==> config.mk <==
export PLATFORM = sky130hd
export DESIGN_NAME = bounded_deque_with_value_delete_core
export DESIGN_NICKNAME = d
export VERILOG_FILES = /design/src/hw/rtl/bdq_pkg.sv /design/src/hw/rtl/bdq_mem.sv /design/src/hw/rtl/bounded_deque_with_value_delete_core.sv
export SDC_FILE = /design/constraint.sdc
export NUM_CORES = 1
export LEC_CHECK = 0
export BUFFER_PORTS_ARGS = -buffer_cell sky130_fd_sc_hd__buf_2
export CAP_MARGIN = 40
export CELL_PAD_IN_SITES_DETAIL_PLACEMENT = 0
export CELL_PAD_IN_SITES_GLOBAL_PLACEMENT = 1
export CORE_MARGIN = 1
export CORE_UTILIZATION = 54
export DETAILED_ROUTE_END_ITERATION = 8
export MAX_ROUTING_LAYER = met4
export PLACE_DENSITY = 0.79
export SYNTH_ARGS = -nofsm -noshare
export SYNTH_HDL_FRONTEND = slang
export SYNTH_HIERARCHICAL = 1
export SYNTH_SLANG_ARGS = --single-unit
==> constraint.sdc <==
create_clock -name clk -period 5.8 [get_ports clk]
set_clock_uncertainty 0.05 [all_clocks]
set_input_delay 0.58 -clock clk [delete_from_list [all_inputs] [get_ports clk]]
set_output_delay 0.58 -clock clk [all_outputs]
set_load 0.1 [all_outputs]
==> src/hw/rtl/bdq_pkg.sv <==
// Package for the bounded deque core: command and result transfer types,
// operation codes. No dependencies.
`default_nettype none

package bdq_pkg;

	localparam int WORD_W  = 32;
	localparam int OP_W    = 4;
	localparam int DCOUNT_W = 6;

	typedef enum logic [OP_W-1:0] {
		OP_PUSH_FRONT = 4'd0,
		OP_PUSH_BACK  = 4'd1,
		OP_POP_FRONT  = 4'd2,
		OP_POP_BACK   = 4'd3,
		OP_REMOVE     = 4'd4,
		OP_DUMP_FIRST = 4'd5,
		OP_DUMP_LAST  = 4'd6,
		OP_DUMP_ALL   = 4'd7,
		OP_CLEAR      = 4'd8
	} op_t;

	typedef struct packed {
		logic [OP_W-1:0]        operation;
		logic signed [WORD_W-1:0] item_value;
		logic [DCOUNT_W-1:0]    dump_count;
	} cmd_t;

	typedef struct packed {
		logic signed [WORD_W-1:0] entry_value;
		logic                   has_entry;
		logic                   last_of_dump;
	} result_t;

endpackage

`default_nettype wire

==> src/hw/rtl/bdq_mem.sv <==
// Entry storage of the bounded deque: one write port, one read port with
// registered read data. Uses bdq_pkg for the word width.
`default_nettype none

module bdq_mem import bdq_pkg::*; #(
	parameter int DEPTH = 32,
	parameter int IDX_W = 5
) (
	input  wire                      clk,
	input  wire                      we,
	input  wire [IDX_W-1:0]          waddr,
	input  wire signed [WORD_W-1:0]  wdata,
	input  wire [IDX_W-1:0]          raddr,
	output logic signed [WORD_W-1:0] rdata
);

	logic signed [WORD_W-1:0] mem_q [DEPTH];

	always_ff @(posedge clk) begin
		if (we) begin
			mem_q[waddr] <= wdata;
		end
	end

	always_ff @(posedge clk) begin
		rdata <= mem_q[raddr];
	end

endmodule

`default_nettype wire

==> src/hw/rtl/bounded_deque_with_value_delete_core.sv <==
// Top level of the bounded deque core: command decode, end pointers, walk
// sequencer for remove and dump. Depends on bdq_pkg and bdq_mem.
`default_nettype none

// Bounded double-ended queue of up to DEPTH signed 32-bit words.
//
// Command channel: drive cmd and raise start; the transfer happens at the
// rising edge where start is high and busy is low. Result channel: each
// result sits on result for exactly one cycle with result_strobe high; the
// receiver must take it then, it cannot stall the core.
//
// Command behaviour:
//   push / pop / clear / unknown op : no result, busy stays low.
//   dump of an empty selection     : one marker result the cycle after the
//                                    transfer, busy stays low.
//   dump of N entries              : busy while the walk runs; one result per cycle
//                                    behind the registered memory read; the last
//                                    comes while busy is already low again.
//   remove value over L entries    : busy while the walk runs, no result.
// The entry memory has registered read data, so busy holds until the last read
// returns; the longest command is a remove or dump over a full deque.
// Survivors of a remove are written back behind the read offset: no forwarding.
// Reset empties the deque; the entry memory itself is not cleared.
module bounded_deque_with_value_delete_core import bdq_pkg::*; #(
	parameter int DEPTH = 32
) (
	input  wire        clk,
	input  wire        arst_n,
	input  wire        start,
	input  wire cmd_t  cmd,
	output logic       busy,
	output logic       result_strobe,
	output result_t    result
);

	localparam int IDX_W = (DEPTH > 1) ? $clog2(DEPTH) : 1;
	localparam int CNT_W = $clog2(DEPTH + 1);
	localparam int MW    = (CNT_W > DCOUNT_W) ? CNT_W : DCOUNT_W;

	typedef enum logic [2:0] {
		ST_IDLE   = 3'b001,
		ST_REMOVE = 3'b010,
		ST_DUMP   = 3'b100
	} state_t;

	state_t                  state_q;
	logic [IDX_W-1:0]        front_q;
	logic [CNT_W-1:0]        count_q;
	logic signed [WORD_W-1:0] val_q;
	logic [CNT_W-1:0]        rd_off_q;
	logic [CNT_W-1:0]        end_off_q;
	logic [CNT_W-1:0]        wr_off_q;
	logic                    rd_vld_s1;
	logic                    rd_last_s1;
	logic                    rd_rm_s1;
	result_t                 result_q;
	logic                    strobe_q;

	logic                    accept;
	logic                    full;
	logic                    empty;
	logic [MW-1:0]           dcnt_ext;
	logic [MW-1:0]           count_ext;
	logic [MW-1:0]           sel_ext;
	logic [CNT_W-1:0]        sel_n;
	logic [CNT_W-1:0]        rd_off_nxt;
	logic [IDX_W-1:0]        front_dec;
	logic                    mem_we;
	logic [IDX_W-1:0]        mem_waddr;
	logic signed [WORD_W-1:0] mem_wdata;
	logic [IDX_W-1:0]        mem_raddr;
	logic signed [WORD_W-1:0] mem_rdata;
	logic                    keep_s1;

	// Map an offset from the front to a memory slot; offset is at most DEPTH.
	function automatic logic [IDX_W-1:0] slot_of(input logic [IDX_W-1:0] base,
	                                             input logic [CNT_W-1:0] off);
		logic [CNT_W:0] sum;
		sum = (CNT_W+1)'(base) + (CNT_W+1)'(off);
		if (sum >= (CNT_W+1)'(DEPTH)) begin
			sum = sum - (CNT_W+1)'(DEPTH);
		end
		return sum[IDX_W-1:0];
	endfunction

	assign busy   = (state_q != ST_IDLE) || rd_vld_s1;
	assign accept = start && !busy;
	assign full   = (count_q == CNT_W'(DEPTH));
	assign empty  = (count_q == '0);

	// Clip the dump length to the current length.
	assign dcnt_ext  = MW'(cmd.dump_count);
	assign count_ext = MW'(count_q);
	assign sel_ext   = (dcnt_ext < count_ext) ? dcnt_ext : count_ext;
	assign sel_n     = sel_ext[CNT_W-1:0];

	assign front_dec  = (front_q == '0) ? IDX_W'(DEPTH - 1) : front_q - 1'b1;
	assign rd_off_nxt = rd_off_q + 1'b1;
	assign mem_raddr  = slot_of(front_q, rd_off_q);
	assign keep_s1    = (mem_rdata != val_q);

	// Single write port: pushes in idle, compaction write-back during remove.
	always_comb begin
		mem_we    = 1'b0;
		mem_waddr = slot_of(front_q, wr_off_q);
		mem_wdata = mem_rdata;
		if (rd_vld_s1 && rd_rm_s1) begin
			mem_we = keep_s1;
		end else if (accept && !full) begin
			if (cmd.operation == OP_PUSH_FRONT) begin
				mem_we    = 1'b1;
				mem_waddr = front_dec;
				mem_wdata = cmd.item_value;
			end else if (cmd.operation == OP_PUSH_BACK) begin
				mem_we    = 1'b1;
				mem_waddr = slot_of(front_q, count_q);
				mem_wdata = cmd.item_value;
			end
		end
	end

	bdq_mem #(
		.DEPTH (DEPTH),
		.IDX_W (IDX_W)
	) u_mem (
		.clk   (clk),
		.we    (mem_we),
		.waddr (mem_waddr),
		.wdata (mem_wdata),
		.raddr (mem_raddr),
		.rdata (mem_rdata)
	);

	// Command decode and walk sequencer.
	always_ff @(posedge clk or negedge arst_n) begin
		if (!arst_n) begin
			state_q    <= ST_IDLE;
			front_q    <= '0;
			count_q    <= '0;
			rd_off_q   <= '0;
			end_off_q  <= '0;
			wr_off_q   <= '0;
			rd_vld_s1  <= 1'b0;
			rd_last_s1 <= 1'b0;
			rd_rm_s1   <= 1'b0;
			strobe_q   <= 1'b0;
		end else begin
			strobe_q  <= 1'b0;
			rd_vld_s1 <= 1'b0;

			unique case (state_q)
				ST_IDLE: begin
					if (accept) begin
						unique case (cmd.operation)
							OP_PUSH_FRONT: begin
								if (!full) begin
									front_q <= front_dec;
									count_q <= count_q + 1'b1;
								end
							end
							OP_PUSH_BACK: begin
								if (!full) begin
									count_q <= count_q + 1'b1;
								end
							end
							OP_POP_FRONT: begin
								if (!empty) begin
									front_q <= slot_of(front_q, CNT_W'(1));
									count_q <= count_q - 1'b1;
								end
							end
							OP_POP_BACK: begin
								if (!empty) begin
									count_q <= count_q - 1'b1;
								end
							end
							OP_REMOVE: begin
								// Walk only when something is stored.
								rd_off_q  <= '0;
								wr_off_q  <= '0;
								end_off_q <= count_q;
								if (!empty) begin
									state_q <= ST_REMOVE;
								end
							end
							OP_DUMP_FIRST, OP_DUMP_LAST: begin
								wr_off_q  <= '0;
								rd_off_q  <= (cmd.operation == OP_DUMP_LAST) ?
								             count_q - sel_n : '0;
								end_off_q <= (cmd.operation == OP_DUMP_LAST) ?
								             count_q : sel_n;
								if (sel_n == '0) begin
									strobe_q <= 1'b1;
								end else begin
									state_q <= ST_DUMP;
								end
							end
							OP_DUMP_ALL: begin
								wr_off_q  <= '0;
								rd_off_q  <= '0;
								end_off_q <= count_q;
								if (empty) begin
									strobe_q <= 1'b1;
								end else begin
									state_q <= ST_DUMP;
								end
							end
							OP_CLEAR: begin
								front_q <= '0;
								count_q <= '0;
							end
							default: begin
							end
						endcase
					end
				end
				ST_REMOVE, ST_DUMP: begin
					// Issue one read per cycle; drop back to idle after the last.
					rd_vld_s1  <= 1'b1;
					rd_rm_s1   <= (state_q == ST_REMOVE);
					rd_last_s1 <= (rd_off_nxt == end_off_q);
					rd_off_q   <= rd_off_nxt;
					if (rd_off_nxt == end_off_q) begin
						state_q <= ST_IDLE;
					end
				end
				default: begin
					state_q <= ST_IDLE;
				end
			endcase

			// Read data stage: compact on remove, emit on dump.
			if (rd_vld_s1) begin
				if (rd_rm_s1) begin
					if (keep_s1) begin
						wr_off_q <= wr_off_q + 1'b1;
					end
					if (rd_last_s1) begin
						count_q <= wr_off_q + CNT_W'(keep_s1);
					end
				end else begin
					strobe_q <= 1'b1;
				end
			end
		end
	end

	// Result register: payload needs no reset.
	always_ff @(posedge clk) begin
		if (accept) begin
			val_q <= cmd.item_value;
		end
		if (rd_vld_s1 && !rd_rm_s1) begin
			result_q.entry_value  <= mem_rdata;
			result_q.has_entry    <= 1'b1;
			result_q.last_of_dump <= rd_last_s1;
		end else begin
			result_q.entry_value  <= '0;
			result_q.has_entry    <= 1'b0;
			result_q.last_of_dump <= 1'b1;
		end
	end

	assign result_strobe = strobe_q;
	assign result        = result_q;

`ifndef SYNTH
	// Stored length never passes the capacity.
	assert property (@(posedge clk) disable iff (!arst_n)
		count_q <= CNT_W'(DEPTH))
		else $error("deque length exceeds capacity");

	// Compaction write offset never overtakes the read offset.
	assert property (@(posedge clk) disable iff (!arst_n)
		(state_q == ST_REMOVE || (rd_vld_s1 && rd_rm_s1)) |-> wr_off_q <= rd_off_q)
		else $error("remove write-back overtook the read walk");

	// An empty marker always closes its dump.
	assert property (@(posedge clk) disable iff (!arst_n)
		(result_strobe && !result.has_entry) |-> result.last_of_dump)
		else $error("empty marker not flagged as last of dump");

	// A remove never emits results.
	assert property (@(posedge clk) disable iff (!arst_n)
		(rd_vld_s1 && rd_rm_s1) |=> !result_strobe)
		else $error("result emitted during remove");
`endif

endmodule

`default_nettype wire
==> results.cfg <==
[run_status]
outcome = finished, final reports clean

[worst_setup_path]
endpoint_kind = register
crit_type = register to register
crit_family = simple AND/OR/NAND/NOR gates
slowest_delay_ns = 0.81
critical_path_buf_inv_count = 3
worst_r2r_path_depth = 10
path_max_fanout = 34
critPathRequiredTime_ns = 6.11
worstPathCellList = inv_1 > ha_1 > or4b_4 > o21ai_2 > or2_2 > buf_4 > o21ai_0 > or3b_2 > nor2_4 > buf_4
crit_start = count_ext[1]
crit_slowest_cell = or3b_2
timing.rr.start = count_ext[1]
r2r_end = u_mem/mem_q[0][22]
r2r_slack_ns = 0.64
startpoint_type = register
critPathArrivalTime_ns = 5.46
cpMostUsedCell = buf_4

[logic_synthesis]
yosys.cell_types.count = 71
synth_edf_count = 1056
synthCells = 2839
synth_fp_nets = 2919
synth_flop_cell = edfxtp_1
synthArstFlopShare_pct = 3.11
netlist_area_um2 = 46500
ys_ff_latch = 1158
syn_area_per_cell_um2 = 16.4
ys_warn_count = 6
ys_seq_area_share_pct = 73.0

[route]
vias = 25880
detail_route.wl_per_cell_um = 27.7
viasPerCell = 6.12
drc = 0
antenna_left = 0
drtPass1Iterations = 7
routed_wl_um = 117000
first_iter_violations = 2712

[placement]
hpwlAfterDp_um = 75900
port_buffers = 80
gp_congestion = 0.924
place_inst = 4002

[sta]
setup_viol = 0
period_share_pct = 88.9
slew_headroom_pct = 34.9
worstMarginPinSlew_ns = 0.969
rsz0062_at_grt = false
finalHoldViolCount = 0
period_needed_ns = 5.16
tns_ns = 0
max_freq_mhz = 194
slew_violations = 0

[clocking]
cts_buffer_depth = 3
clock_sinks = 1158
root_buffer = clkbuf_16
cts-resized-gates = 0
postCtsSetupRepairBufs = 0
cts_made_buffers = 113
cts_hold_buf = 7
cts_tree = built
cts_max_level = 3
path_clk_slew_ns = 0.06
insertion_delay_ns = 0.70

[power]
seq_power_share_pct = 34.2
intPower_mw = 19.1
switching_share_pct = 40.2
power_leakage_nw = 19.0
pwr-share-comb_pct = 42.9
p_sw_mw = 12.8
total_power_mw = 31.9
clkPwrFrac_pct = 22.9
power_density_nw_per_um2 = 608
vdd_drop_max_mv = 0.456

[floorplan]
num_rows = 107
boundaryPins = 81
die_area_um2 = 87200
die_w_um = 295
start_util_pct = 54.6
core_area_um2 = 85100
die_h_um = 295

[global_route]
grt.total_usage_pct = 27.9
antenna_found_initial = 2
global_route.overflow_total = 0
grt_pass1_wl_um = 170000
grt_pass1_vias = 25115
grt_max_degree = 71

[cells_and_area]
nFillCells = 6127
final_layout_size_suffix_gt1_share_pct = 14.0
ff_latch_area_um2 = 33900
area_growth_pct = 13.0
fin_nets = 3060
finalNonFillerCells = 4226
multi_input_area_um2 = 11800

[hold_path]
hp-start = cmd[21]
hold_depth = 1
hold_class = input pin to register
holdPathEnd = val_q[15]

[run]
max_cap_viol_count = 0
[layout make-up]
| type | count | area share (%) |
|---|---|---|
| clock buffer | 145 | 5.83 |
| clock inverter | 70 | 1.31 |
| timing repair buffer | 177 | 2.82 |
| sequential | 1158 | 64.6 |
| tap | 1144 | 2.73 |
| inverter | 26 | 0.186 |
| antenna | 2 | 0.00953 |
| multi-input combinational | 1504 | 22.5 |
[cells in the final DEF, fill, tap and decap left out, types with 21 or more instances in the layout]
cell,count
clkbuf_16,115
nor3_1,38
a22o_1,68
nor2_1,37
mux2i_1,524
inv_1,24
nor2_4,33
nand2_1,127
a21oi_1,124
nand3_1,110
buf_12,25
mux2_2,34
clkinv_2,25
clkbuf_1,23
edfxtp_1,1056
dfrtp_1,35
dfxtp_1,66
and2_1,32
clkinv_1,22
buf_2,80
ha_1,30
a31oi_1,41
xnor2_1,53
o21ai_0,21
a22oi_1,97
buf_4,64
[how the worst max path moves through the flow]
stage               cells after the start            endpoint  slack (ns)
finish                                 10  u_mem/mem_q[0][22]        0.64
global route                           10  u_mem/mem_q[0][22]        0.41
CTS                                    10  u_mem/mem_q[0][22]        0.70
detailed placement                     10  u_mem/mem_q[0][17]        0.73
floorplan                              11  u_mem/mem_q[10][0]        1.10
global placement                       10  u_mem/mem_q[0][15]        0.87
[layer usage]
layer,wire [µm],GRT usage [%]
met5,0,-
met4,3390,8.40
met3,8680,3.74
met2,56900,44.3
met1,48100,37.9
[synthesized netlist by cell type, drive strengths merged (7+ instances only)]
library cell | number | share of area (%)
edfxtp | 1056 | 68
mux2i | 524 | 11
nand2 | 128 | 1.0
a21oi | 124 | 1.3
nand3 | 110 | 1.2
a22oi | 98 | 1.6
buf | 98 | 1.5
nor2 | 70 | 0.57
a22o | 68 | 1.3
dfxtp | 66 | 2.8
clkbuf | 53 | 0.44
xnor2 | 53 | 1.0
a31oi | 41 | 0.55
nor3 | 38 | 0.41
dfrtp | 35 | 1.9
mux2 | 35 | 0.85
and2 | 33 | 0.44
ha | 31 | 0.83
inv | 25 | 0.20
o21ai | 24 | 0.27
nand4 | 15 | 0.20
nand2b | 9 | 0.12
xor2 | 9 | 0.17
a21o | 8 | 0.13
nor2b | 8 | 0.11
nand3b | 7 | 0.11
[kinds of logic (layout without fill, tap and decap cells)]
group	Yosys count	count (layout)	synth area share, %
buf+inv	177	418	2.15
other cells	0	2	0
compound gates	407	407	5.95
fa+ha+maj	35	35	1.01
mux	559	559	12.1
flops	1158	1158	73.0
simple gates	441	441	4.56
xor+xnor	62	62	1.17
[power groups by stage]
stage               clock, mW  sequential (mW)  combinational (mW)
finish                   7.30             10.9                13.7
global placement            0             11.1                13.2
floorplan                   0             10.9                8.37
detailed placement          0             11.1                13.5
CTS                      7.40             10.9                13.6
global route             7.74             10.9                14.3
[registers in the layout, summed over array words and instances, names as in the netlist, 3 cells and up]
name and cells:
u_mem/mem_q 1024, result 34, val_q 32, wr_off_q 6
u_mem/rdata 32, end_off_q 6, state_q 3, front_q 5
count_ext 6, rd_off_q 6
[stage by stage]
step	hold WS, ns	area (µm²)	utilization (%)	setup WS (ns)
floorplan	0.234	46500	-	1.10
global placement	0.422	48500	57.0	0.873
detailed placement	0.404	48700	57.2	0.725
CTS	0.00104	52500	61.7	0.696
global route	0.00965	52500	61.7	0.411
finish	0.0306	52500	61.7	0.641
Note: power is estimated with default switching activity, not from simulation.
